--- config.mk ---
export PLATFORM = sky130hd
export DESIGN_NAME = hvr_cordic_stage
export DESIGN_NICKNAME = d
export VERILOG_FILES = /design/src/rtl/heading_velocity_resolver_core_assert.svh /design/src/rtl/hvr_pkg.sv /design/src/rtl/hvr_cordic_stage.sv
export SDC_FILE = /design/constraint.sdc
export NUM_CORES = 1
export LEC_CHECK = 0
export ABC_AREA = 1
export BUFFER_PORTS_ARGS = -buffer_cell sky130_fd_sc_hd__buf_4
export CELL_PAD_IN_SITES_DETAIL_PLACEMENT = 0
export CELL_PAD_IN_SITES_GLOBAL_PLACEMENT = 1
export CORE_AREA = 10 10 196 198
export DETAILED_ROUTE_END_ITERATION = 6
export DIE_AREA = 0 0 206 208
export GPL_TIMING_DRIVEN = 0
export PLACE_DENSITY_LB_ADDON = 0.1
export SKIP_LAST_GASP = 1
export SYNTH_ARGS = -nofsm -noshare
export SYNTH_HDL_FRONTEND = slang
export SYNTH_SLANG_ARGS = --single-unit
--- constraint.sdc ---
create_clock -name clk -period 9.1 [get_ports clk]
set_clock_uncertainty 0.2 [all_clocks]
set_input_delay 0.455 -clock clk [delete_from_list [all_inputs] [get_ports clk]]
set_output_delay 0.455 -clock clk [all_outputs]
set_load 0.02 [all_outputs]
--- src/rtl/heading_velocity_resolver_core_assert.svh ---
// Assertion macros for the heading velocity resolver RTL.
`ifndef HEADING_VELOCITY_RESOLVER_CORE_ASSERT_SVH
`define HEADING_VELOCITY_RESOLVER_CORE_ASSERT_SVH

// Check a condition at every clock edge outside reset.
`define HVR_ASSERT_ALWAYS(label, cond, msg) \
    label: assert property (@(posedge clk) disable iff (!rst_n) (cond)) else $error(msg);

// Check that a condition implies another one on the next clock edge.
`define HVR_ASSERT_NEXT(label, ante, cons, msg) \
    label: assert property (@(posedge clk) disable iff (!rst_n) (ante) |=> (cons)) \
        else $error(msg);

`endif

--- src/rtl/hvr_pkg.sv ---
// Shared constants, tables and types of the heading velocity resolver.
`timescale 1ns / 1ps
`default_nettype none

package hvr_pkg;

    // Item field widths
    localparam int DATA_WIDTH = 16;
    localparam int HEADING_W  = 16;

    // CORDIC depth and arctangent table
    localparam int CORDIC_STAGES = 16;
    localparam int TABLE_LEN     = 24;
    localparam int USED_STAGES   = (CORDIC_STAGES < TABLE_LEN) ? CORDIC_STAGES : TABLE_LEN;
    localparam int IDX_W         = $clog2(TABLE_LEN);

    // Angle scaling: 1/64 degree units, accumulator in 2^-22 degree
    localparam int ANGLE_FRAC   = 16;
    localparam int FULL_TURN    = 23040;
    localparam int HALF_TURN    = 11520;
    localparam int QUARTER_TURN = 5760;

    // Reduced heading fits +/-5760; accumulator and vector widths
    localparam int A_W  = 14;
    localparam int Z_W  = 32;
    localparam int XY_W = DATA_WIDTH + 18;

    // Inverse CORDIC gain in Q30 and start rounding
    localparam longint INV_GAIN_Q30 = 652032874;
    localparam int     INV_W        = 31;
    localparam int     PRE_SHIFT    = 14;
    localparam int     PROD_W       = XY_W + PRE_SHIFT;

    // atan(2^-i) in degrees times 2^22
    localparam logic signed [Z_W-1:0] ATAN_LUT [0:TABLE_LEN-1] = '{
        32'sd188743680, 32'sd111421900, 32'sd58872272, 32'sd29884485,
        32'sd15000234,  32'sd7507429,   32'sd3754936,  32'sd1877430,
        32'sd938729,    32'sd469366,    32'sd234683,   32'sd117342,
        32'sd58671,     32'sd29335,     32'sd14668,    32'sd7334,
        32'sd3667,      32'sd1833,      32'sd917,      32'sd458,
        32'sd229,       32'sd115,       32'sd57,       32'sd29
    };

    // Rotation state carried from stage to stage
    typedef struct packed {
        logic                   negate;
        logic signed [XY_W-1:0] x;
        logic signed [XY_W-1:0] y;
        logic signed [Z_W-1:0]  z;
    } cordic_t;

endpackage

`default_nettype wire

--- src/rtl/hvr_cordic_stage.sv ---
// One rotation step of the CORDIC with its own valid bit and register.
`timescale 1ns / 1ps
`default_nettype none

module hvr_cordic_stage (
    input  wire logic                    clk,
    input  wire logic                    rst_n,
    input  wire logic [hvr_pkg::IDX_W-1:0] stage_idx,
    input  wire logic                    in_valid,
    output logic                         in_ready,
    input  wire hvr_pkg::cordic_t        in_data,
    output logic                         out_valid,
    input  wire logic                    out_ready,
    output hvr_pkg::cordic_t             out_data
);
    import hvr_pkg::*;

    logic                   valid_reg, valid_next;
    cordic_t                data_reg, data_next;
    logic signed [XY_W-1:0] dx, dy;

    assign in_ready = !valid_reg || out_ready;

    // Rotate toward zero residual angle
    always_comb
    begin
        dx = in_data.y >>> stage_idx;
        dy = in_data.x >>> stage_idx;
        data_next.negate = in_data.negate;
        if (!in_data.z[Z_W-1])
        begin
            data_next.x = in_data.x - dx;
            data_next.y = in_data.y + dy;
            data_next.z = in_data.z - ATAN_LUT[stage_idx];
        end
        else
        begin
            data_next.x = in_data.x + dx;
            data_next.y = in_data.y - dy;
            data_next.z = in_data.z + ATAN_LUT[stage_idx];
        end
    end

    assign valid_next = in_ready ? in_valid : valid_reg;

    // Advance the valid bit
    always_ff @(posedge clk or negedge rst_n)
    begin
        if (!rst_n)
        begin
            valid_reg <= 1'b0;
        end
        else
        begin
            valid_reg <= valid_next;
        end
    end

    // Load the item when the stage moves
    always_ff @(posedge clk)
    begin
        if (in_valid && in_ready)
        begin
            data_reg <= data_next;
        end
    end

    assign out_valid = valid_reg;
    assign out_data  = data_reg;

endmodule

`default_nettype wire

==> qor.csv <==
metric,value,unit
synth-edff-count,101,
post_synth_main_area_contributors,"edfxtp_1, nand2_1, nand3_1",
hpwl,58600,µm
first_global_vias,17483,
post-synth-top-area-cell,edfxtp_1,
synth_flop_cell,edfxtp_1,
reg_clk_slew_reported_paths,0.08,ns
cts_tree,built,
holdWs,0.05468,ns
hold_viol_final,0,
worst-r2r-setup-slack,7.02,ns
critPathMostFrequentCell,nand2_1,
synthArstFlopShare,0.9804,%
cts_htree_levels,3,
cts_inserted_buffers,9,
nNetsFinal,2908,
initial_utilization,44.63,%
cp_max_fo,10,
critical_path.max_stage_delay,0.46,ns
die_w,206,µm
flow.area_growth_from_synthesis,16.38,%
overflow,0,
grtUsageTotal,32.02,%
die-height,208,µm
failing_checks,DRC,
synthesis.area,0.01534,mm²
setup_repair_after_global_routing_missed_its_margin,false,
post_detailed_route_count_of_antenna_violating_nets,0,
setup_total_negative_slack,0,ns
postSynthNetCount,2683,
worst_slew_margin_rel,15.28,%
cts-root-to-sink-buffers,2,
layout_commonest_cell,nand2_1,
floorplan.io_pins,213,
synthesis.area_per_instance,6.231,µm²
powerDensity,150.6,mW/mm²
design.die.area,0.04285,mm²
postSynthRegisterBits,102,
firstDrtPassIters,7,
setup.worst_path.class,input port to flop,
final_core_util,51.94,%
cts.root.buffer_cell,clkbuf_16,
drt-initial-drc-count,1954,
run_status,"finished, violations left",
grt_pass1_wl,105200,µm
cp_data_arrival_time,5.79,ns
final.period_utilization,64.19,%
critical-path-slowest-cell,a31oi_1,
timing.final.setup_violations,0,
yosysTopAreaCellShare,19.77,%
cp_data_required_time,9.04,ns
startpoint_type_of_the_worst_setup_path,input port,
rows,68,
min_period,5.841,ns
route.detailed.drc,9,
clock_insertion_delay_worst_skew,0.38,ns
tightestPinTransition,1.271,ns
drv_slew,0,
number_of_buffer_and_inverter_stages_on_the_critical_path,7,
sequential_share_of_the_synthesized_area,19.93,%
yosys_warns,0,
worst_path_dominant_cell_family,compound AO/OA/AOI/OAI gates,
design.core.area,0.03437,mm²
gp_congestion,1.081,
largest_net_degree_at_the_start_of_global_routing,32,
worstHoldPathType,input port to flop,
number_of_antenna_violations_at_the_first_check_in_global_routing,0,
worst_setup_path_end_kind,flop,
clock_sink_count,102,
max_freq,171.2,MHz
synth.distinct_cells,56,
vias_per_cell,5.877,
vias,18501,
cts_repair_resized_insts,0,
ir_drop,0.1158,mV
static-leakage-power,8.908,nW
maxCapViolCount,0,
synth_cells,2462,
wirelength,70960,µm
most_frequent_cells_in_the_layout,"nand2_1, nand3_1, buf_4",
post_route_cells_drive_above_1_share,13.04,%
avgRoutedWirePerCell,22.54,µm
port_bufs,210,
[worst register-to-register path: cells and delay by family, from the launching register on]
| kind | cells | cell delay [ns] |
|---|---|---|
| buf+inv | 2 | 0.51 |
| flops | 1 | 0.44 |
| compound gates | 1 | 0.60 |
[kinds of logic (layout without fill, tap and decap cells)]
kind of cell / Yosys count / in the layout / share of synthesized area, %
compound gates: 315 / 315 / 12.15
xor+xnor: 155 / 155 / 8.849
fa+ha+maj: 111 / 111 / 9.200
buf+inv: 300 / 530 / 8.539
flops: 102 / 102 / 19.93
other cells: 0 / 1 / 0
simple gates: 1479 / 1479 / 41.33
[state kept, by name, indices dropped and copies added, names as in the netlist]
register,flops
out_data,101
out_valid,1
[cell usage after synthesis (3+ instances only)]
| master | count |
|---|---|
| nand2_1 | 799 |
| nand3_1 | 386 |
| inv_1 | 201 |
| nor2_1 | 186 |
| a21oi_1 | 135 |
| ha_1 | 108 |
| xor2_1 | 106 |
| edfxtp_1 | 101 |
| o21ai_0 | 85 |
| xnor2_1 | 49 |
| nand4_1 | 33 |
| buf_2 | 26 |
| clkbuf_1 | 26 |
| nor3_1 | 20 |
| nand2_2 | 19 |
| a21o_1 | 14 |
| buf_6 | 14 |
| o211ai_1 | 13 |
| buf_4 | 11 |
| inv_2 | 11 |
| nor2_2 | 11 |
| buf_1 | 9 |
| a211oi_1 | 8 |
| a31oi_1 | 8 |
| o21ai_2 | 8 |
| nand3b_1 | 7 |
| o21a_1 | 6 |
| o21bai_1 | 6 |
| a221oi_1 | 5 |
| a21boi_0 | 4 |
| o221ai_1 | 4 |
| a22oi_2 | 3 |
| fa_1 | 3 |
| nand3_2 | 3 |
| nor2_4 | 3 |
| o21ai_1 | 3 |
| o22ai_1 | 3 |
[what timing repair did]
item,CTS,global route
endpoints found under the hold margin,1,0
buffers inserted,0,0
hold buffers,1,0
[metrics by stage]
step	worst slack, ns	power, mW	std cells	instance area (µm²)
after global placement	0.8229	2.247	3127	17490
after detailed placement	3.162	2.266	3130	17560
after CTS	3.532	2.669	3147	17850
after floorplan	2.915	1.741	2462	15340
final	3.259	2.688	3148	17850
after global routing	3.035	2.866	3147	17850
[path summary, 6_finish.rpt]
check	from	depth (start not counted)	end
min	in_data[100]	1	out_data[100]
min in group asynchronous	rst_n	2	out_valid
max reg2reg	out_valid	3	out_data[89]
max	stage_idx[1]	30	out_data[99]
min reg2reg	out_valid	2	out_valid
max in group asynchronous	rst_n	2	out_valid
[power by group]
| part | switching (mW) | internal (mW) | total (mW) |
|---|---|---|---|
| combinational | 1.06 | 0.554 | 1.61 |
| sequential | 0.0240 | 0.659 | 0.683 |
| clock | 0.202 | 0.191 | 0.393 |
| total | 1.28 | 1.40 | 2.69 |
[metal layers]
metal	vias up	GRT usage [%]	wire [µm]
met5	-	0	0
met4	0	12.47	2800
met3	148	7.443	7212
met2	1022	48.86	30890
met1	8631	42.66	30060
li1	8700	-	-
[layout make-up]
cell class | instances | area, µm²
clock inverters | 6 | 53.80
plain buffers | 86 | 501.7
inverters | 214 | 808.3
multi-input cells | 2060 | 10980
flip-flops and latches | 102 | 3058
fillers | 3660 | 16520
diodes | 1 | 2.502
clock buffers | 10 | 229.0
well taps | 455 | 569.3
repair buffers | 214 | 1647
(Power assumes the default switching activity.)
