`config.mk`:
```
export PLATFORM = sky130hd
export DESIGN_NAME = hvr_prep_flat
export DESIGN_NICKNAME = d
export VERILOG_FILES = /design/src/rtl/hvr_pkg.sv /design/src/rtl/hvr_cmd_if.sv /design/src/rtl/hvr_prep.sv /design/src/flat_wrapper.sv
export VERILOG_INCLUDE_DIRS = /design/src /design/src/rtl
export SDC_FILE = /design/constraint.sdc
export NUM_CORES = 1
export LEC_CHECK = 0
export BUFFER_PORTS_ARGS = -buffer_cell sky130_fd_sc_hd__buf_2
export CAP_MARGIN = 30
export CORE_MARGIN = 2
export CORE_UTILIZATION = 60
export DETAILED_ROUTE_END_ITERATION = 12
export PLACE_DENSITY_LB_ADDON = 0.05
export SLEW_MARGIN = 20
export SYNTH_ARGS = -nofsm -noshare
export SYNTH_HDL_FRONTEND = slang
export SYNTH_SLANG_ARGS = --single-unit
```
`constraint.sdc`:
```
create_clock -name clk -period 12.38 [get_ports clk]
set_input_delay 1.857 -clock clk [delete_from_list [all_inputs] [get_ports clk]]
set_output_delay 1.857 -clock clk [all_outputs]
set_load 0.005 [all_outputs]
```
`src/rtl/heading_velocity_resolver_core_assert.svh`:
```
// Assertion macros for the heading velocity resolver RTL.
`ifndef HEADING_VELOCITY_RESOLVER_CORE_ASSERT_SVH
`define HEADING_VELOCITY_RESOLVER_CORE_ASSERT_SVH

// Check a condition at every clock edge outside reset.
`define HVR_ASSERT_ALWAYS(label, cond, msg) \
    label: assert property (@(posedge clk) disable iff (!rst_n) (cond)) else $error(msg);

// Check that a condition implies another one on the next clock edge.
`define HVR_ASSERT_NEXT(label, ante, cons, msg) \
    label: assert property (@(posedge clk) disable iff (!rst_n) (ante) |=> (cons)) \
        else $error(msg);

`endif

```
`src/rtl/hvr_pkg.sv`:
```
// Shared constants, tables and types of the heading velocity resolver.
`timescale 1ns / 1ps
`default_nettype none

package hvr_pkg;

    // Item field widths
    localparam int DATA_WIDTH = 16;
    localparam int HEADING_W  = 16;

    // CORDIC depth and arctangent table
    localparam int CORDIC_STAGES = 16;
    localparam int TABLE_LEN     = 24;
    localparam int USED_STAGES   = (CORDIC_STAGES < TABLE_LEN) ? CORDIC_STAGES : TABLE_LEN;
    localparam int IDX_W         = $clog2(TABLE_LEN);

    // Angle scaling: 1/64 degree units, accumulator in 2^-22 degree
    localparam int ANGLE_FRAC   = 16;
    localparam int FULL_TURN    = 23040;
    localparam int HALF_TURN    = 11520;
    localparam int QUARTER_TURN = 5760;

    // Reduced heading fits +/-5760; accumulator and vector widths
    localparam int A_W  = 14;
    localparam int Z_W  = 32;
    localparam int XY_W = DATA_WIDTH + 18;

    // Inverse CORDIC gain in Q30 and start rounding
    localparam longint INV_GAIN_Q30 = 652032874;
    localparam int     INV_W        = 31;
    localparam int     PRE_SHIFT    = 14;
    localparam int     PROD_W       = XY_W + PRE_SHIFT;

    // atan(2^-i) in degrees times 2^22
    localparam logic signed [Z_W-1:0] ATAN_LUT [0:TABLE_LEN-1] = '{
        32'sd188743680, 32'sd111421900, 32'sd58872272, 32'sd29884485,
        32'sd15000234,  32'sd7507429,   32'sd3754936,  32'sd1877430,
        32'sd938729,    32'sd469366,    32'sd234683,   32'sd117342,
        32'sd58671,     32'sd29335,     32'sd14668,    32'sd7334,
        32'sd3667,      32'sd1833,      32'sd917,      32'sd458,
        32'sd229,       32'sd115,       32'sd57,       32'sd29
    };

    // Rotation state carried from stage to stage
    typedef struct packed {
        logic                   negate;
        logic signed [XY_W-1:0] x;
        logic signed [XY_W-1:0] y;
        logic signed [Z_W-1:0]  z;
    } cordic_t;

endpackage

`default_nettype wire

```
`src/rtl/hvr_cmd_if.sv`:
```
// Input channel: direction, speed and heading of one item.
`timescale 1ns / 1ps
`default_nettype none

interface hvr_cmd_if;
    import hvr_pkg::*;

    logic                         valid;
    logic                         ready;
    logic                         direction_forward;
    logic signed [DATA_WIDTH-1:0] speed;
    logic signed [HEADING_W-1:0]  heading;

    modport source (output valid, output direction_forward, output speed, output heading,
                    input ready);
    modport sink (input valid, input direction_forward, input speed, input heading,
                  output ready);
endinterface

`default_nettype wire

```
`src/rtl/hvr_prep.sv`:
```
// Front stages: heading reduction, then gain-compensated start vector.
`timescale 1ns / 1ps
`default_nettype none
`include "heading_velocity_resolver_core_assert.svh"

module hvr_prep (
    input  wire logic            clk,
    input  wire logic            rst_n,
    hvr_cmd_if.sink              cmd,
    output logic                 out_valid,
    input  wire logic            out_ready,
    output hvr_pkg::cordic_t     out_data
);
    import hvr_pkg::*;

    localparam int ANG_W = HEADING_W + 1;
    localparam logic signed [ANG_W-1:0] FULL_A    = ANG_W'(FULL_TURN);
    localparam logic signed [ANG_W-1:0] HALF_A    = ANG_W'(HALF_TURN);
    localparam logic signed [ANG_W-1:0] QUARTER_A = ANG_W'(QUARTER_TURN);
    localparam logic signed [INV_W-1:0] INV_A     = INV_W'(INV_GAIN_Q30);
    localparam logic signed [PROD_W-1:0] PRE_RND  = PROD_W'(1 << (PRE_SHIFT - 1));

    // Stage A registers
    logic                         a_valid_reg, a_valid_next;
    logic signed [A_W-1:0]        a_angle_reg;
    logic                         a_negate_reg;
    logic signed [DATA_WIDTH-1:0] a_speed_reg;
    logic                         a_ready;

    // Stage B registers
    logic                         b_valid_reg, b_valid_next;
    cordic_t                      b_reg;
    logic                         b_ready;

    // Reduction datapath
    logic signed [ANG_W-1:0]      h_ext;
    logic signed [ANG_W-1:0]      h_mod;
    logic signed [ANG_W-1:0]      h_half;
    logic signed [ANG_W-1:0]      h_quarter;
    logic                         h_flip;

    // Start vector datapath
    logic signed [PROD_W-1:0]     prod;
    logic signed [PROD_W-1:0]     prod_rnd;
    cordic_t                      b_next;

    assign b_ready   = !b_valid_reg || out_ready;
    assign a_ready   = !a_valid_reg || b_ready;
    assign cmd.ready = a_ready;

    // Fold the heading into +/-90 degrees, flipping the sign past it
    always_comb
    begin
        h_ext = ANG_W'(cmd.heading);
        if (h_ext < -FULL_A)
        begin
            h_mod = h_ext + FULL_A + FULL_A;
        end
        else if (h_ext < 0)
        begin
            h_mod = h_ext + FULL_A;
        end
        else if (h_ext >= FULL_A)
        begin
            h_mod = h_ext - FULL_A;
        end
        else
        begin
            h_mod = h_ext;
        end

        h_half = (h_mod >= HALF_A) ? h_mod - FULL_A : h_mod;

        h_flip = 1'b0;
        if (h_half > QUARTER_A)
        begin
            h_quarter = h_half - HALF_A;
            h_flip    = 1'b1;
        end
        else if (h_half < -QUARTER_A)
        begin
            h_quarter = h_half + HALF_A;
            h_flip    = 1'b1;
        end
        else
        begin
            h_quarter = h_half;
        end
    end

    // Scale the speed by the inverse gain and place the angle
    always_comb
    begin
        prod     = PROD_W'(a_speed_reg) * PROD_W'(INV_A);
        prod_rnd = prod + PRE_RND;
        b_next.negate = a_negate_reg;
        b_next.x      = prod_rnd[PROD_W-1:PRE_SHIFT];
        b_next.y      = '0;
        b_next.z      = {{(Z_W - A_W - ANGLE_FRAC){a_angle_reg[A_W-1]}}, a_angle_reg,
                         {ANGLE_FRAC{1'b0}}};
    end

    assign a_valid_next = a_ready ? cmd.valid : a_valid_reg;
    assign b_valid_next = b_ready ? a_valid_reg : b_valid_reg;

    // Advance the valid bits
    always_ff @(posedge clk or negedge rst_n)
    begin
        if (!rst_n)
        begin
            a_valid_reg <= 1'b0;
            b_valid_reg <= 1'b0;
        end
        else
        begin
            a_valid_reg <= a_valid_next;
            b_valid_reg <= b_valid_next;
        end
    end

    // Load the payloads when each stage moves
    always_ff @(posedge clk)
    begin
        if (cmd.valid && a_ready)
        begin
            a_angle_reg  <= h_quarter[A_W-1:0];
            a_negate_reg <= !cmd.direction_forward ^ h_flip;
            a_speed_reg  <= cmd.speed;
        end
        if (a_valid_reg && b_ready)
        begin
            b_reg <= b_next;
        end
    end

    assign out_valid = b_valid_reg;
    assign out_data  = b_reg;

    `HVR_ASSERT_ALWAYS(a_angle_range, !a_valid_reg || (a_angle_reg <= A_W'(QUARTER_TURN) && a_angle_reg >= -A_W'(QUARTER_TURN)), "reduced heading out of range")
    `HVR_ASSERT_ALWAYS(a_empty_takes, a_valid_reg || cmd.ready, "empty entry stage refused an item")
    `HVR_ASSERT_NEXT(b_stall_hold, b_valid_reg && !out_ready, b_valid_reg && $stable(b_reg), "start vector changed while stalled")
    `HVR_ASSERT_ALWAYS(b_y_zero, !b_valid_reg || b_reg.y == '0, "start vector y not zero")

endmodule

`default_nettype wire

```
`src/flat_wrapper.sv`:
```
// flat-port wrapper written by rule: the top's interface ports become plain ports
module hvr_prep_flat import hvr_pkg::*;
  (clk, rst_n, out_valid, out_ready, out_data, cmd_valid, cmd_direction_forward, cmd_speed, cmd_heading, cmd_ready);
  hvr_cmd_if cmd_i ();
  input  wire logic clk;
  input  wire logic rst_n;
  output logic out_valid;
  input  wire logic out_ready;
  output hvr_pkg::cordic_t out_data;
  input wire logic [$bits(cmd_i.valid)-1:0] cmd_valid;
  input wire logic [$bits(cmd_i.direction_forward)-1:0] cmd_direction_forward;
  input wire logic [$bits(cmd_i.speed)-1:0] cmd_speed;
  input wire logic [$bits(cmd_i.heading)-1:0] cmd_heading;
  output wire logic [$bits(cmd_i.ready)-1:0] cmd_ready;
  assign cmd_i.valid = cmd_valid;
  assign cmd_i.direction_forward = cmd_direction_forward;
  assign cmd_i.speed = cmd_speed;
  assign cmd_i.heading = cmd_heading;
  assign cmd_ready = cmd_i.ready;
  hvr_prep u_core (.clk(clk), .rst_n(rst_n), .cmd(cmd_i), .out_valid(out_valid), .out_ready(out_ready), .out_data(out_data));
endmodule
```
==> run metrics <==
outcome=completed; largest net degree at the start of global routing=33; endpoint type of the worst setup path=flip-flop; Detail Route Antenna Nets=0; CP required=12.49 ns; global-route wire length before repair=55000 um; Post-Syn Area per Cell=9.82 um2; flops & latches, synth=82; TNS Setup=0 ns; register clock-pin slew on the reported worst setup and hold paths=0.08 ns; nets=1867; clk_lat worst skew=0.36 ns; chip height=156 um; drt wl/cell=18.8 um; Cell Area, Synth=13900 um2; WL final=33300 um; Worst setup SP type=flip-flop; Hold Crit Class=flip-flop to flip-flop; Final Hold Vio Count=0; DR iter-0 viols=654; filler cell count=1959; max reg flops=49; total grt overflow=0; number of flops mapped to enable cells by yosys=80; ys async rst share=0.0244; Seq/Total Area, Yosys=0.176; CTS Buffer Depth=2; detailed-route via count=10000; CORE AREA=22700 um2; Distinct cells, synth=94; Num CTS Buffers=9; share of cells above drive strength 1=0.110; die area=24400 um2; H-tree depth=3; pin slew with the least headroom to its limit=0.906 ns; maximum clock frequency=122 MHz; RSZ-0062 raised after global routing=false; Starting Density=0.612; clk_skew=0.0188 ns; number of hold buffers added after cts=0; cell count after synthesis=1415; std cell rows=55; CP Max Fanout=11; DRC Markers=0; TritonCTS clock tree=yes; Syn. warnings=0; clk root buf=clkbuf_16; Yosys top cell by area=fa_1; post-DR vias/cell=5.66; Sequential Area=2450 um2; WS Path Type=flip-flop to flip-flop; Setup Viol. Count Final=0; Tot GR Track Use=0.294; area delta synth->final=5.37%; Multi-input gate area=9980 um2; antenna violations before repair=0; Final HPWL DP=28100 um; vias in the first global route=10300; post_cts resized=0; Slew Limit Headroom=0.391; Die Wd=156 um; IO buf count=89; Tmin final=8.21 ns; Pre-antenna DRT Iters=5; most frequently used flop master after synthesis=edfxtp_1; post-synth top area share=0.252; IO Count=140; fin crit share=0.663; Final Max Tran Viols=0; max cap viols=0; cells taking the most area after synthesis=fa_1 (25%), edfxtp_1 (17%), ha_1 (16%), inv_1 (7.9%), xnor2_1 (3.3%); GPL Wtd Cong=0.943; number of diodes=0; Num Clock Sinks=82; WP data arrival=8.32 ns; Post-CTS Setup Bufs=0
[per-layer routing]
layer | wire [um] | track usage | up-vias | part of all wire
li1 | - | - | 4791 | -
met5 | 0 | 0 | - | 0
met1 | 15100 | 0.418 | 4884 | 0.46
met4 | 686 | 0.0651 | 0 | 0.021
met2 | 15100 | 0.462 | 296 | 0.46
met3 | 2290 | 0.0708 | 41 | 0.069
[final timing paths]
check / from / to / slack (ns) / depth (start not counted)
setup / recovery: u_core.a_speed_reg[13]$_DFFE_PP_ / u_core.out_data[99]$_DFFE_PP_ / 4.17 / 22
hold / removal: u_core.a_angle_reg[10]$_DFFE_PP_ / u_core.out_data[26]$_DFFE_PP_ / 0.42 / 0
setup reg to reg: u_core.a_speed_reg[13]$_DFFE_PP_ / u_core.out_data[99]$_DFFE_PP_ / 4.17 / 22
hold reg to reg: u_core.a_angle_reg[10]$_DFFE_PP_ / u_core.out_data[26]$_DFFE_PP_ / 0.42 / 0
max in group asynchronous: rst_n / u_core.out_valid$_DFFE_PN0P_ / 11.01 / 1
min in group asynchronous: rst_n / u_core.a_valid_reg$_DFFE_PN0N_ / 1.27 / 1
[critical path, cell delays in order (launching register included)]
cell       delay (ns)
edfxtp_1         0.64
fa_1             0.67
fa_1             0.63
inv_1            0.09
fa_1             0.53
inv_1            0.09
fa_1             0.52
fa_1             0.55
inv_1            0.05
fa_1             0.53
inv_1            0.05
ha_1             0.41
a21oi_1          0.39
o211ai_1         0.15
a311oi_1         0.52
a21oi_1          0.24
xor2_1           0.31
o2111ai_2        0.24
nor4_4           0.42
nand3_2          0.21
nor3_1           0.36
o2111ai_1        0.16
and3_1           0.19
[logic make-up (layout without fill, tap and decap cells)]
| group | after synthesis | count (layout) | synth area share |
|---|---|---|---|
| flops | 82 | 82 | 0.176 |
| xor+xnor | 68 | 68 | 0.0442 |
| fa+ha+maj | 352 | 352 | 0.411 |
| buf+inv | 379 | 398 | 0.119 |
| mux | 9 | 9 | 0.00675 |
| compound gates | 247 | 247 | 0.134 |
| other cells | 1 | 50 | 0.000270 |
| simple gates | 277 | 277 | 0.108 |
[through the flow]
stage | area, um2 | util | setup WS [ns] | instances | hold slack, ns
finish | 14600 | 0.645 | 4.17 | 1768 | 0.418
global route | 14600 | 0.645 | 3.61 | 1768 | 0.419
CTS | 14600 | 0.645 | 4.24 | 1768 | 0.416
detailed placement | 14400 | 0.632 | 4.28 | 1752 | 0.405
global placement | 14300 | 0.631 | 4.48 | 1751 | 0.400
floorplan | 14100 | - | 5.19 | 1464 | 0.400
[layout make-up]
type	count	share of cell area
inverter	292	0.0748
clock buffer	9	0.0154
sequential	82	0.167
multi-input combinational	1003	0.682
clock inverter	7	0.00444
timing repair buffer	90	0.0318
tap	285	0.0243
[cell usage in the layout (no fill, tap or decap), types with 5 or more instances in the layout]
cell	count
nand2b_1	15
fa_1	175
nor3_1	24
a211oi_1	10
o21bai_1	5
and3_1	15
clkbuf_16	9
nand3b_1	5
and2_1	11
inv_1	292
conb_1	50
a221oi_1	5
a31oi_1	10
nor2_1	46
nand4_1	13
xnor2_1	52
or2_2	6
o211ai_1	17
nor2b_1	9
xor2_1	15
o21ai_0	25
ha_1	177
buf_2	89
a21oi_1	56
nand2_1	64
a21o_1	24
o21a_1	5
edfxtp_1	80
nor4_1	9
nand3_1	28
o21ai_1	5
o31a_1	5
mux2i_1	6
[synthesized netlist by cell type (24+ instances only)]
master,n
edfxtp_1,80
a21o_1,24
nand2_1,64
a21oi_1,56
fa_1,175
ha_1,177
o21ai_0,25
inv_1,292
nor3_1,24
nor2_1,46
nand3_1,28
buf_4,54
xnor2_1,52
Power is not shown: default switching activity piles up to over one toggle a cycle in this logic, so the estimate is an artifact.
