$ cat config.mk
export PLATFORM = sky130hd
export DESIGN_NAME = hvr_finish_flat
export DESIGN_NICKNAME = d
export VERILOG_FILES = /design/src/rtl/heading_velocity_resolver_core_assert.svh /design/src/rtl/hvr_pkg.sv /design/src/rtl/hvr_vel_if.sv /design/src/rtl/hvr_finish.sv /design/src/flat_wrapper.sv
export SDC_FILE = /design/constraint.sdc
export NUM_CORES = 1
export LEC_CHECK = 0
export ABC_AREA = 0
export CAP_MARGIN = 20
export CORE_MARGIN = 2
export CORE_UTILIZATION = 45
export DETAILED_ROUTE_END_ITERATION = 16
export DONT_BUFFER_PORTS = 1
export PLACE_DENSITY_LB_ADDON = 0.08
export SLEW_MARGIN = 30
export SYNTH_ARGS = -nofsm -noshare
export SYNTH_HDL_FRONTEND = slang
export SYNTH_SLANG_ARGS = --single-unit
$ cat constraint.sdc
create_clock -name clk -period 2.49 [get_ports clk]
set_clock_uncertainty 0.05 [all_clocks]
set_input_delay 0.249 -clock clk [delete_from_list [all_inputs] [get_ports clk]]
set_output_delay 0.249 -clock clk [all_outputs]
set_load 0.02 [all_outputs]
$ cat src/rtl/heading_velocity_resolver_core_assert.svh
// Assertion macros for the heading velocity resolver RTL.
`ifndef HEADING_VELOCITY_RESOLVER_CORE_ASSERT_SVH
`define HEADING_VELOCITY_RESOLVER_CORE_ASSERT_SVH

// Check a condition at every clock edge outside reset.
`define HVR_ASSERT_ALWAYS(label, cond, msg) \
    label: assert property (@(posedge clk) disable iff (!rst_n) (cond)) else $error(msg);

// Check that a condition implies another one on the next clock edge.
`define HVR_ASSERT_NEXT(label, ante, cons, msg) \
    label: assert property (@(posedge clk) disable iff (!rst_n) (ante) |=> (cons)) \
        else $error(msg);

`endif

$ cat src/rtl/hvr_pkg.sv
// Shared constants, tables and types of the heading velocity resolver.
`timescale 1ns / 1ps
`default_nettype none

package hvr_pkg;

    // Item field widths
    localparam int DATA_WIDTH = 16;
    localparam int HEADING_W  = 16;

    // CORDIC depth and arctangent table
    localparam int CORDIC_STAGES = 16;
    localparam int TABLE_LEN     = 24;
    localparam int USED_STAGES   = (CORDIC_STAGES < TABLE_LEN) ? CORDIC_STAGES : TABLE_LEN;
    localparam int IDX_W         = $clog2(TABLE_LEN);

    // Angle scaling: 1/64 degree units, accumulator in 2^-22 degree
    localparam int ANGLE_FRAC   = 16;
    localparam int FULL_TURN    = 23040;
    localparam int HALF_TURN    = 11520;
    localparam int QUARTER_TURN = 5760;

    // Reduced heading fits +/-5760; accumulator and vector widths
    localparam int A_W  = 14;
    localparam int Z_W  = 32;
    localparam int XY_W = DATA_WIDTH + 18;

    // Inverse CORDIC gain in Q30 and start rounding
    localparam longint INV_GAIN_Q30 = 652032874;
    localparam int     INV_W        = 31;
    localparam int     PRE_SHIFT    = 14;
    localparam int     PROD_W       = XY_W + PRE_SHIFT;

    // atan(2^-i) in degrees times 2^22
    localparam logic signed [Z_W-1:0] ATAN_LUT [0:TABLE_LEN-1] = '{
        32'sd188743680, 32'sd111421900, 32'sd58872272, 32'sd29884485,
        32'sd15000234,  32'sd7507429,   32'sd3754936,  32'sd1877430,
        32'sd938729,    32'sd469366,    32'sd234683,   32'sd117342,
        32'sd58671,     32'sd29335,     32'sd14668,    32'sd7334,
        32'sd3667,      32'sd1833,      32'sd917,      32'sd458,
        32'sd229,       32'sd115,       32'sd57,       32'sd29
    };

    // Rotation state carried from stage to stage
    typedef struct packed {
        logic                   negate;
        logic signed [XY_W-1:0] x;
        logic signed [XY_W-1:0] y;
        logic signed [Z_W-1:0]  z;
    } cordic_t;

endpackage

`default_nettype wire

$ cat src/rtl/hvr_vel_if.sv
// Output channel: x and y velocity components of one item.
`timescale 1ns / 1ps
`default_nettype none

interface hvr_vel_if;
    import hvr_pkg::*;

    logic                         valid;
    logic                         ready;
    logic signed [DATA_WIDTH-1:0] x_component;
    logic signed [DATA_WIDTH-1:0] y_component;

    modport source (output valid, output x_component, output y_component, input ready);
    modport sink (input valid, input x_component, input y_component, output ready);
endinterface

`default_nettype wire

$ cat src/rtl/hvr_finish.sv
// Output stage: sign, round to Q8.8, saturate and hold the result item.
`timescale 1ns / 1ps
`default_nettype none

module hvr_finish (
    input  wire logic             clk,
    input  wire logic             rst_n,
    input  wire logic             in_valid,
    output logic                  in_ready,
    input  wire hvr_pkg::cordic_t in_data,
    hvr_vel_if.source             vel
);
    import hvr_pkg::*;

    localparam int SH_W = XY_W + 1 - ANGLE_FRAC;
    localparam logic signed [DATA_WIDTH-1:0] OUT_MAX = {1'b0, {(DATA_WIDTH-1){1'b1}}};
    localparam logic signed [DATA_WIDTH-1:0] OUT_MIN = {1'b1, {(DATA_WIDTH-1){1'b0}}};
    localparam logic signed [XY_W:0]         RND     = (XY_W+1)'(1 << (ANGLE_FRAC - 1));

    logic                         valid_reg, valid_next;
    logic signed [DATA_WIDTH-1:0] x_reg, y_reg;
    logic signed [DATA_WIDTH-1:0] x_next, y_next;

    function automatic logic signed [DATA_WIDTH-1:0] finish_value(
        input logic signed [XY_W-1:0] v,
        input logic                   neg
    );
        logic signed [XY_W:0]   ext;
        logic signed [XY_W:0]   sgn;
        logic signed [XY_W:0]   rnd;
        logic signed [SH_W-1:0] sh;
        ext = {v[XY_W-1], v};
        sgn = neg ? -ext : ext;
        rnd = sgn + RND;
        sh  = rnd[XY_W:ANGLE_FRAC];
        if (sh > SH_W'(OUT_MAX))
        begin
            return OUT_MAX;
        end
        else if (sh < SH_W'(OUT_MIN))
        begin
            return OUT_MIN;
        end
        return sh[DATA_WIDTH-1:0];
    endfunction

    assign in_ready = !valid_reg || vel.ready;

    // Sine (CORDIC y) lands in x_component, cosine (CORDIC x) in y_component
    assign x_next     = finish_value(in_data.y, in_data.negate);
    assign y_next     = finish_value(in_data.x, in_data.negate);
    assign valid_next = in_ready ? in_valid : valid_reg;

    // Advance the valid bit
    always_ff @(posedge clk or negedge rst_n)
    begin
        if (!rst_n)
        begin
            valid_reg <= 1'b0;
        end
        else
        begin
            valid_reg <= valid_next;
        end
    end

    // Hold the result until taken
    always_ff @(posedge clk)
    begin
        if (in_valid && in_ready)
        begin
            x_reg <= x_next;
            y_reg <= y_next;
        end
    end

    assign vel.valid       = valid_reg;
    assign vel.x_component = x_reg;
    assign vel.y_component = y_reg;

endmodule

`default_nettype wire

$ cat src/flat_wrapper.sv
// flat-port wrapper written by rule: the top's interface ports become plain ports
module hvr_finish_flat import hvr_pkg::*;
  (clk, rst_n, in_valid, in_ready, in_data, vel_valid, vel_x_component, vel_y_component, vel_ready);
  hvr_vel_if vel_i ();
  input  wire logic clk;
  input  wire logic rst_n;
  input  wire logic in_valid;
  output logic in_ready;
  input  wire hvr_pkg::cordic_t in_data;
  output wire logic [$bits(vel_i.valid)-1:0] vel_valid;
  output wire logic [$bits(vel_i.x_component)-1:0] vel_x_component;
  output wire logic [$bits(vel_i.y_component)-1:0] vel_y_component;
  input wire logic [$bits(vel_i.ready)-1:0] vel_ready;
  assign vel_valid = vel_i.valid;
  assign vel_x_component = vel_i.x_component;
  assign vel_y_component = vel_i.y_component;
  assign vel_i.ready = vel_ready;
  hvr_finish u_core (.clk(clk), .rst_n(rst_n), .in_valid(in_valid), .in_ready(in_ready), .in_data(in_data), .vel(vel_i));
endmodule
==> impl_metrics.toml, run 1 <==
[finish]
finish.instance_area_mm2 = 0.00517
post-route-util_pct = 66.2
final_cell_mix = "111 x buf_4, 42 x nor2_1, 33 x nand2_1"
final_cells = 662
layout-drive-gt1-share_pct = 39.8
n_antenna_cell = 0
final_common_cell = "buf_4"
multiInputGateArea_mm2 = 0.00297
area_delta_synth_final_pct = 41.1
regArea_um2 = 986
nNetsFinal = 666
nFillCells = 653

[global_route]
grt_max_degree = 60
grt_pass1_wl_um = 17700
grt_pass1_vias = 3696
antenna_found_initial = 0
grt_overflow = 0
track_usage_pct = 24.8

[clock_network]
worstSkewPairLatency_ps = 280
cts_buffers = 5
htree_levels = 2
cts_root_buf = "clkbuf_8"
clock_sinks = 33
cts_tree = "yes"
clkSlewWorstSetupHoldPaths_ps = 70
cts_buffer_depth = 2

[pwr]
peakVddDrop_v = 0.000184
leakagePower_nw = 1.90
combPwrFrac_pct = 32.7
netSwitchingFraction_pct = 31.4
internal_power_mw = 1.21
p_clk_share_pct = 24.9
power_density_mw_per_mm2 = 341
finalPower_mw = 1.76
switchingPower_mw = 0.554
seqPwrFrac_pct = 42.4

[die]
die_width_um = 94.3
core_mm2 = 0.00781
die_area_mm2 = 0.00888
boundaryPins = 139
num_rows = 32
die_height_um = 94.3
initial_utilization_pct = 47.0

[routing]
drtIter0Drc = 181
wirelength_um = 11200
wl_per_cell_um = 16.9
drc_errors = 0
dr.pass1.iters = 6
via_count = 3974
ant_nets = 0
viasPerCell = 6.00

[status]
outcome = "finished, violations left"
failed_checks = "negative setup slack"

[synthesis]
yosysSeqAreaShare_pct = 26.9
synth_top_area_share_pct = 26.2
synthesis.area_mm2 = 0.00367
synth-seq-cells = 33
synthXorXnorAreaFrac_pct = 12.4
synth_cells = 460
ys.flop_type = "edfxtp_1"
yosys-top-cells-area = "edfxtp_1 26%, xnor2_1 8.1%, nor2_1 4.8%"
synth_edf_count = 32
yosys.area_share.simple_pct = 29.8
synth.distinct_cells = 69
avgSynthCellArea_um2 = 7.97
yosysWarnings = 0
ys_async_sr_fraction_pct = 3.03
synthAdderAreaFrac_pct = 0.683
synth_mux_area_share_pct = 1.43
synth-compound-area-share_pct = 24.0
synth_top_family_by_area = "simple AND/OR/NAND/NOR gates"
syn-num-nets = 567
synth_top_area_cell = "edfxtp_1"

[place]
hpwl_um = 8140
io_buffers = 0
dp_cells = 627
place_area_mm2 = 0.00458
place_ws_ps = -1530
gp_congestion = 0.918

[critical_path]
path_depth = 16
crit_fanout = 7
worst-path-buf-inv = 1
worstReg2RegEnd = "u_core.vel.x_component[7]"
slowest_stage = "or4_4"
required_ps = 2470
arrival_ps = 3710
cpPeakStageDelay_ps = 550
cp-start-kind = "input port"
cp-end-kind = "register"
ff2ff_path_depth = 3
path_delay_family = "simple AND/OR/NAND/NOR gates"
path_class = "in -> reg"
crit_chain = "or4_4, or4_4, nand2_2, xnor2_2, ha_2, nor2b_4, and2_4, a221oi_2, a21o_1, or3_4, nor4_4, o31ai_1, o32a_1, o211ai_4, clkbuf_16, o21ai_2"
path_common_cell = "or4_4"
r2r-start = "u_core.vel.valid"
rrSetupSlack_ps = 830

[sta]
hold_viol = 0
final_max_slew_viol_count = 0
finalSetupTns_ps = -23300
whs_ps = 33.7
fmax_ghz = 0.269
setup_viol = 32
post-route-period-util_pct = 150
finalCriticalPeriod_ps = 3720
layout_setup_ws_ps = -1230
tightest_slew_ps = 501
slew_headroom_pct = 66.1
rsz0062_at_grt = "yes"

[worst_hold_path]
hold_start = "in_valid"
min_path_type = "in -> reg"
hold_path_end = "u_core.vel.valid"
whs_path_depth = 1

[run]
drv_cap = 0
[synthesized netlist by cell type (4+ instances only)]
master / n
edfxtp_1: 32
nor2b_1: 5
nand2b_1: 8
nor4_2: 4
xnor2_1: 34
o22ai_1: 7
o31ai_1: 4
nand2_1: 40
nor2_1: 47
clkbuf_1: 20
xor2_1: 18
inv_1: 13
or2_2: 6
a21oi_1: 22
and2_1: 5
nor4_1: 13
a31oi_1: 7
o21ai_2: 10
nor3_1: 19
or3_1: 6
or4_1: 4
nand3_1: 11
o21ai_1: 8
o21ai_0: 20
and3_1: 10
o41ai_1: 5
nand4_1: 10
[per-layer routing]
layer  share of wire [%]  wire length [um]  vias up  GRT usage, %
met5                   0                 0        -             0
met1                  45              5070     1850          34.8
met3                 6.6               741       16          3.13
met2                  46              5160      175          40.4
met4                 1.6               183        0          6.40
li1                    -                 -     1933             -
[how the worst max path moves through the flow]
stage | startpoint | end
floorplan | in_data[71] | u_core.vel.y_component[10]
global placement | in_data[80] | u_core.vel.y_component[2]
detailed placement | in_data[80] | u_core.vel.y_component[2]
CTS | in_data[71] | u_core.vel.y_component[2]
global route | in_data[71] | u_core.vel.y_component[8]
finish | in_data[71] | u_core.vel.y_component[6]
[what timing repair did]
item	4_1_cts	5_1_grt
setup endpoints to repair	32	32
buffers inserted	11	12
resized for setup	35	20
cloned	3	0
hold endpoints to repair	1	0
hold buffers	1	0
pin swaps	14	10
[cell families (layout without fill, tap and decap cells)]
family	Yosys count	count (layout)
simple gates	204	206
compound gates	123	123
xor+xnor	52	52
buf+inv	41	139
flops	33	33
mux	5	5
fa+ha+maj	2	2
[power by group through the flow]
stage          registers (mW)  clock network, mW  logic, mW
3_5_place_dp            0.761                  0      0.503
3_3_place_gp            0.760                  0      0.493
4_1_cts                 0.749              0.445      0.554
6_report                0.748              0.440      0.577
5_1_grt                 0.753              0.469      0.630
2_1_floorplan           0.755                  0      0.384
[area by class of cell]
cell class | instances | area share, %
Multi-Input combinational cell | 388 | 57.5
Inverter | 13 | 0.992
Clock inverter | 1 | 0.0968
Tap cell | 102 | 2.47
Timing Repair Buffer | 118 | 18.0
Sequential cell | 33 | 19.1
Clock buffer | 7 | 1.86
(Power assumes the default switching activity.)
==> run 2: changes to the inputs <==
--- a/config.mk
+++ b/config.mk
@@ -5,7 +5,7 @@
 export SDC_FILE = /design/constraint.sdc
 export NUM_CORES = 1
 export LEC_CHECK = 0
-export ABC_AREA = 0
+export ABC_AREA = 1
 export CAP_MARGIN = 20
 export CORE_MARGIN = 2
 export CORE_UTILIZATION = 45
==> impl_metrics.toml, run 2 <==
[status]
outcome = "completed"

[synthesis]
synth_top_area_cell = "edfxtp_1"
synth.distinct_cells = 41
synth.top_cells.by_count = "204 x nand2_1, 100 x inv_1, 97 x nor2_1"
synth_cells = 739
yosysSeqAreaShare_pct = 21.0
synth_top_area_share_pct = 20.4
yosysWarnings = 0
yosys-top-cells-area = "edfxtp_1 20%, nand2_1 16%, nand2_2 12%"
synth_edf_count = 32
ys_async_sr_fraction_pct = 3.03
synth-seq-cells = 33
synth.most_common_cell = "nand2_1"
avgSynthCellArea_um2 = 6.37
synthesis.area_mm2 = 0.00470
syn-num-nets = 846
ys.flop_type = "edfxtp_1"

[sta]
finalCriticalPeriod_ps = 2290
slew_headroom_pct = 72.1
finalSetupTns_ps = 0
layout_setup_ws_ps = 203
setup_viol = 0
fmax_ghz = 0.437
post-route-period-util_pct = 91.8
tightest_slew_ps = 415
hold_viol = 0
final_max_slew_viol_count = 0
rsz0062_at_grt = "no"

[place]
place_ws_ps = -86.5
dp_cells = 912
hpwl_um = 9330
io_buffers = 0
gp_congestion = 0.879

[die]
die_height_um = 106
initial_utilization_pct = 46.0
die_area_mm2 = 0.0113
boundaryPins = 139
num_rows = 37
die_width_um = 106
core_mm2 = 0.0102

[global_route]
grt_overflow = 0
track_usage_pct = 19.7
grt_pass1_vias = 4075
grt_max_degree = 69
grt_pass1_wl_um = 18400
antenna_found_initial = 0

[critical_path]
crit_path_start = "in_data[76]"
rrSetupSlack_ps = 1070
required_ps = 2480
r2r-start = "u_core.vel.valid"
cp-end-kind = "register"
ff2ff_path_depth = 2
path_class = "in -> reg"
worstReg2RegEnd = "u_core.vel.x_component[6]"
cpPeakStageDelay_ps = 200
worstSetupEndpoint = "u_core.vel.y_component[12]"
slowest_stage = "o21ai_4"
crit_chain = "nor2_1, nand2_2, buf_4, nor2_1, nand3_1, nand2_1, nand2_1, nand2_1, nand2_2, nor2_2, nand2_2, nor2_4, nand3_1, nand2_1, o21ai_1, o21ai_4, clkbuf_16, nand2_2"
cp-start-kind = "input port"
crit_fanout = 7
arrival_ps = 2270

[finish]
n_antenna_cell = 0
nFillCells = 1047
layout-drive-gt1-share_pct = 29.5
final_cell_mix = "203 x nand2_1, 100 x inv_1, 92 x nand2_2"
area_delta_synth_final_pct = 13.1
final_cells = 922
final_common_cell = "nand2_1"
nNetsFinal = 892

[routing]
via_count = 4369
ant_nets = 0
drc_errors = 0
wirelength_um = 10600
viasPerCell = 4.74
wl_per_cell_um = 11.5
dr.pass1.iters = 5
drtIter0Drc = 215

[run]
drv_cap = 0

[pwr]
leakagePower_nw = 2.44
power_density_mw_per_mm2 = 349
peakVddDrop_v = 0.000384

[clock_network]
cts_tree = "yes"
cts_buffer_depth = 2
htree_levels = 2
cts_buffers = 5
clkSlewWorstSetupHoldPaths_ps = 60
cts_root_buf = "clkbuf_8"
clock_sinks = 33
post_cts_buffers = 0
worstSkewPairLatency_ps = 270

[worst_hold_path]
min_path_type = "in -> reg"
[run 2: changes by cell type in the layout (fill, tap and decap cells not counted), moves of 46 or more]
cell,previous run,this run
buf_4,111,46
nand2_1,33,203
nand3_1,11,57
inv_1,12,100
nand2_2,6,92
nor2_1,42,91
[run 2: cell families after synthesis]
logic type | Yosys count | share of synthesized area (%)
buf+inv | 119 | 11.6
fa+ha+maj | 2 | 0.532
xor+xnor | 26 | 4.84
flops | 33 | 21.0
simple gates | 537 | 58.1
compound gates | 22 | 3.94
[run 2: final cells by class]
type	count	area (um2)	area share (%)
Timing Repair Buffer	50	420	7.90
Clock buffer	7	86.3	1.62
Multi-Input combinational cell	587	3220	60.6
Tap cell	136	170	3.20
Inverter	108	405	7.62
Clock inverter	1	30.0	0.564
Sequential cell	33	986	18.5
[run 2: power by group]
part | total, mW | internal (mW) | leakage (nW) | switching (mW)
Clock | 0.503 | 0.326 | 0.0585 | 0.178
Combinational | 0.610 | 0.245 | 2.08 | 0.366
Sequential | 0.742 | 0.675 | 0.308 | 0.0667
[run 2: how the worst min path moves through the flow]
stage	to	slack, ps	start	depth (start not counted)
after detailed placement	u_core.vel.valid	-100	rst_n	0
after CTS	u_core.vel.valid	80	in_valid	2
after global placement	u_core.vel.valid	-100	rst_n	0
after floorplan	u_core.vel.valid	-100	rst_n	0
final	u_core.vel.valid	80	in_valid	2
after global routing	u_core.vel.valid	80	in_valid	2
[run 2: per-stage QoR]
| stage | power (mW) | hold slack, ps | cell area (um2) | utilization (%) |
|---|---|---|---|---|
| final | 1.86 | 79.6 | 5320 | 52.0 |
| after global routing | 1.98 | 84.3 | 5320 | 52.0 |
| after CTS | 1.87 | 77.5 | 5270 | 51.5 |
| after detailed placement | 1.35 | -96.5 | 5140 | 50.3 |
| after global placement | 1.34 | -96.6 | 5140 | 50.3 |
| after floorplan | 1.25 | -96.6 | 4720 | - |
[run 2: routing by layer]
metal	routed length [um]	GRT usage (%)
met1	5170	28.1
met2	4660	31.0
met3	690	3.43
met4	114	4.32
met5	0	0
[run 2: timing repair]
item / 4_1_cts / 5_1_grt
setup endpoints to repair: 0 / 19
resized for setup: 0 / 7
endpoints found under the hold margin: 1 / 0
hold buffers: 1 / 0
[run 2: critical path: cells and delay by family]
| kind | cells | cell delay [ps] |
|---|---|---|
| simple gates | 14 | 1390 |
| buf+inv | 2 | 350 |
| compound gates | 2 | 300 |
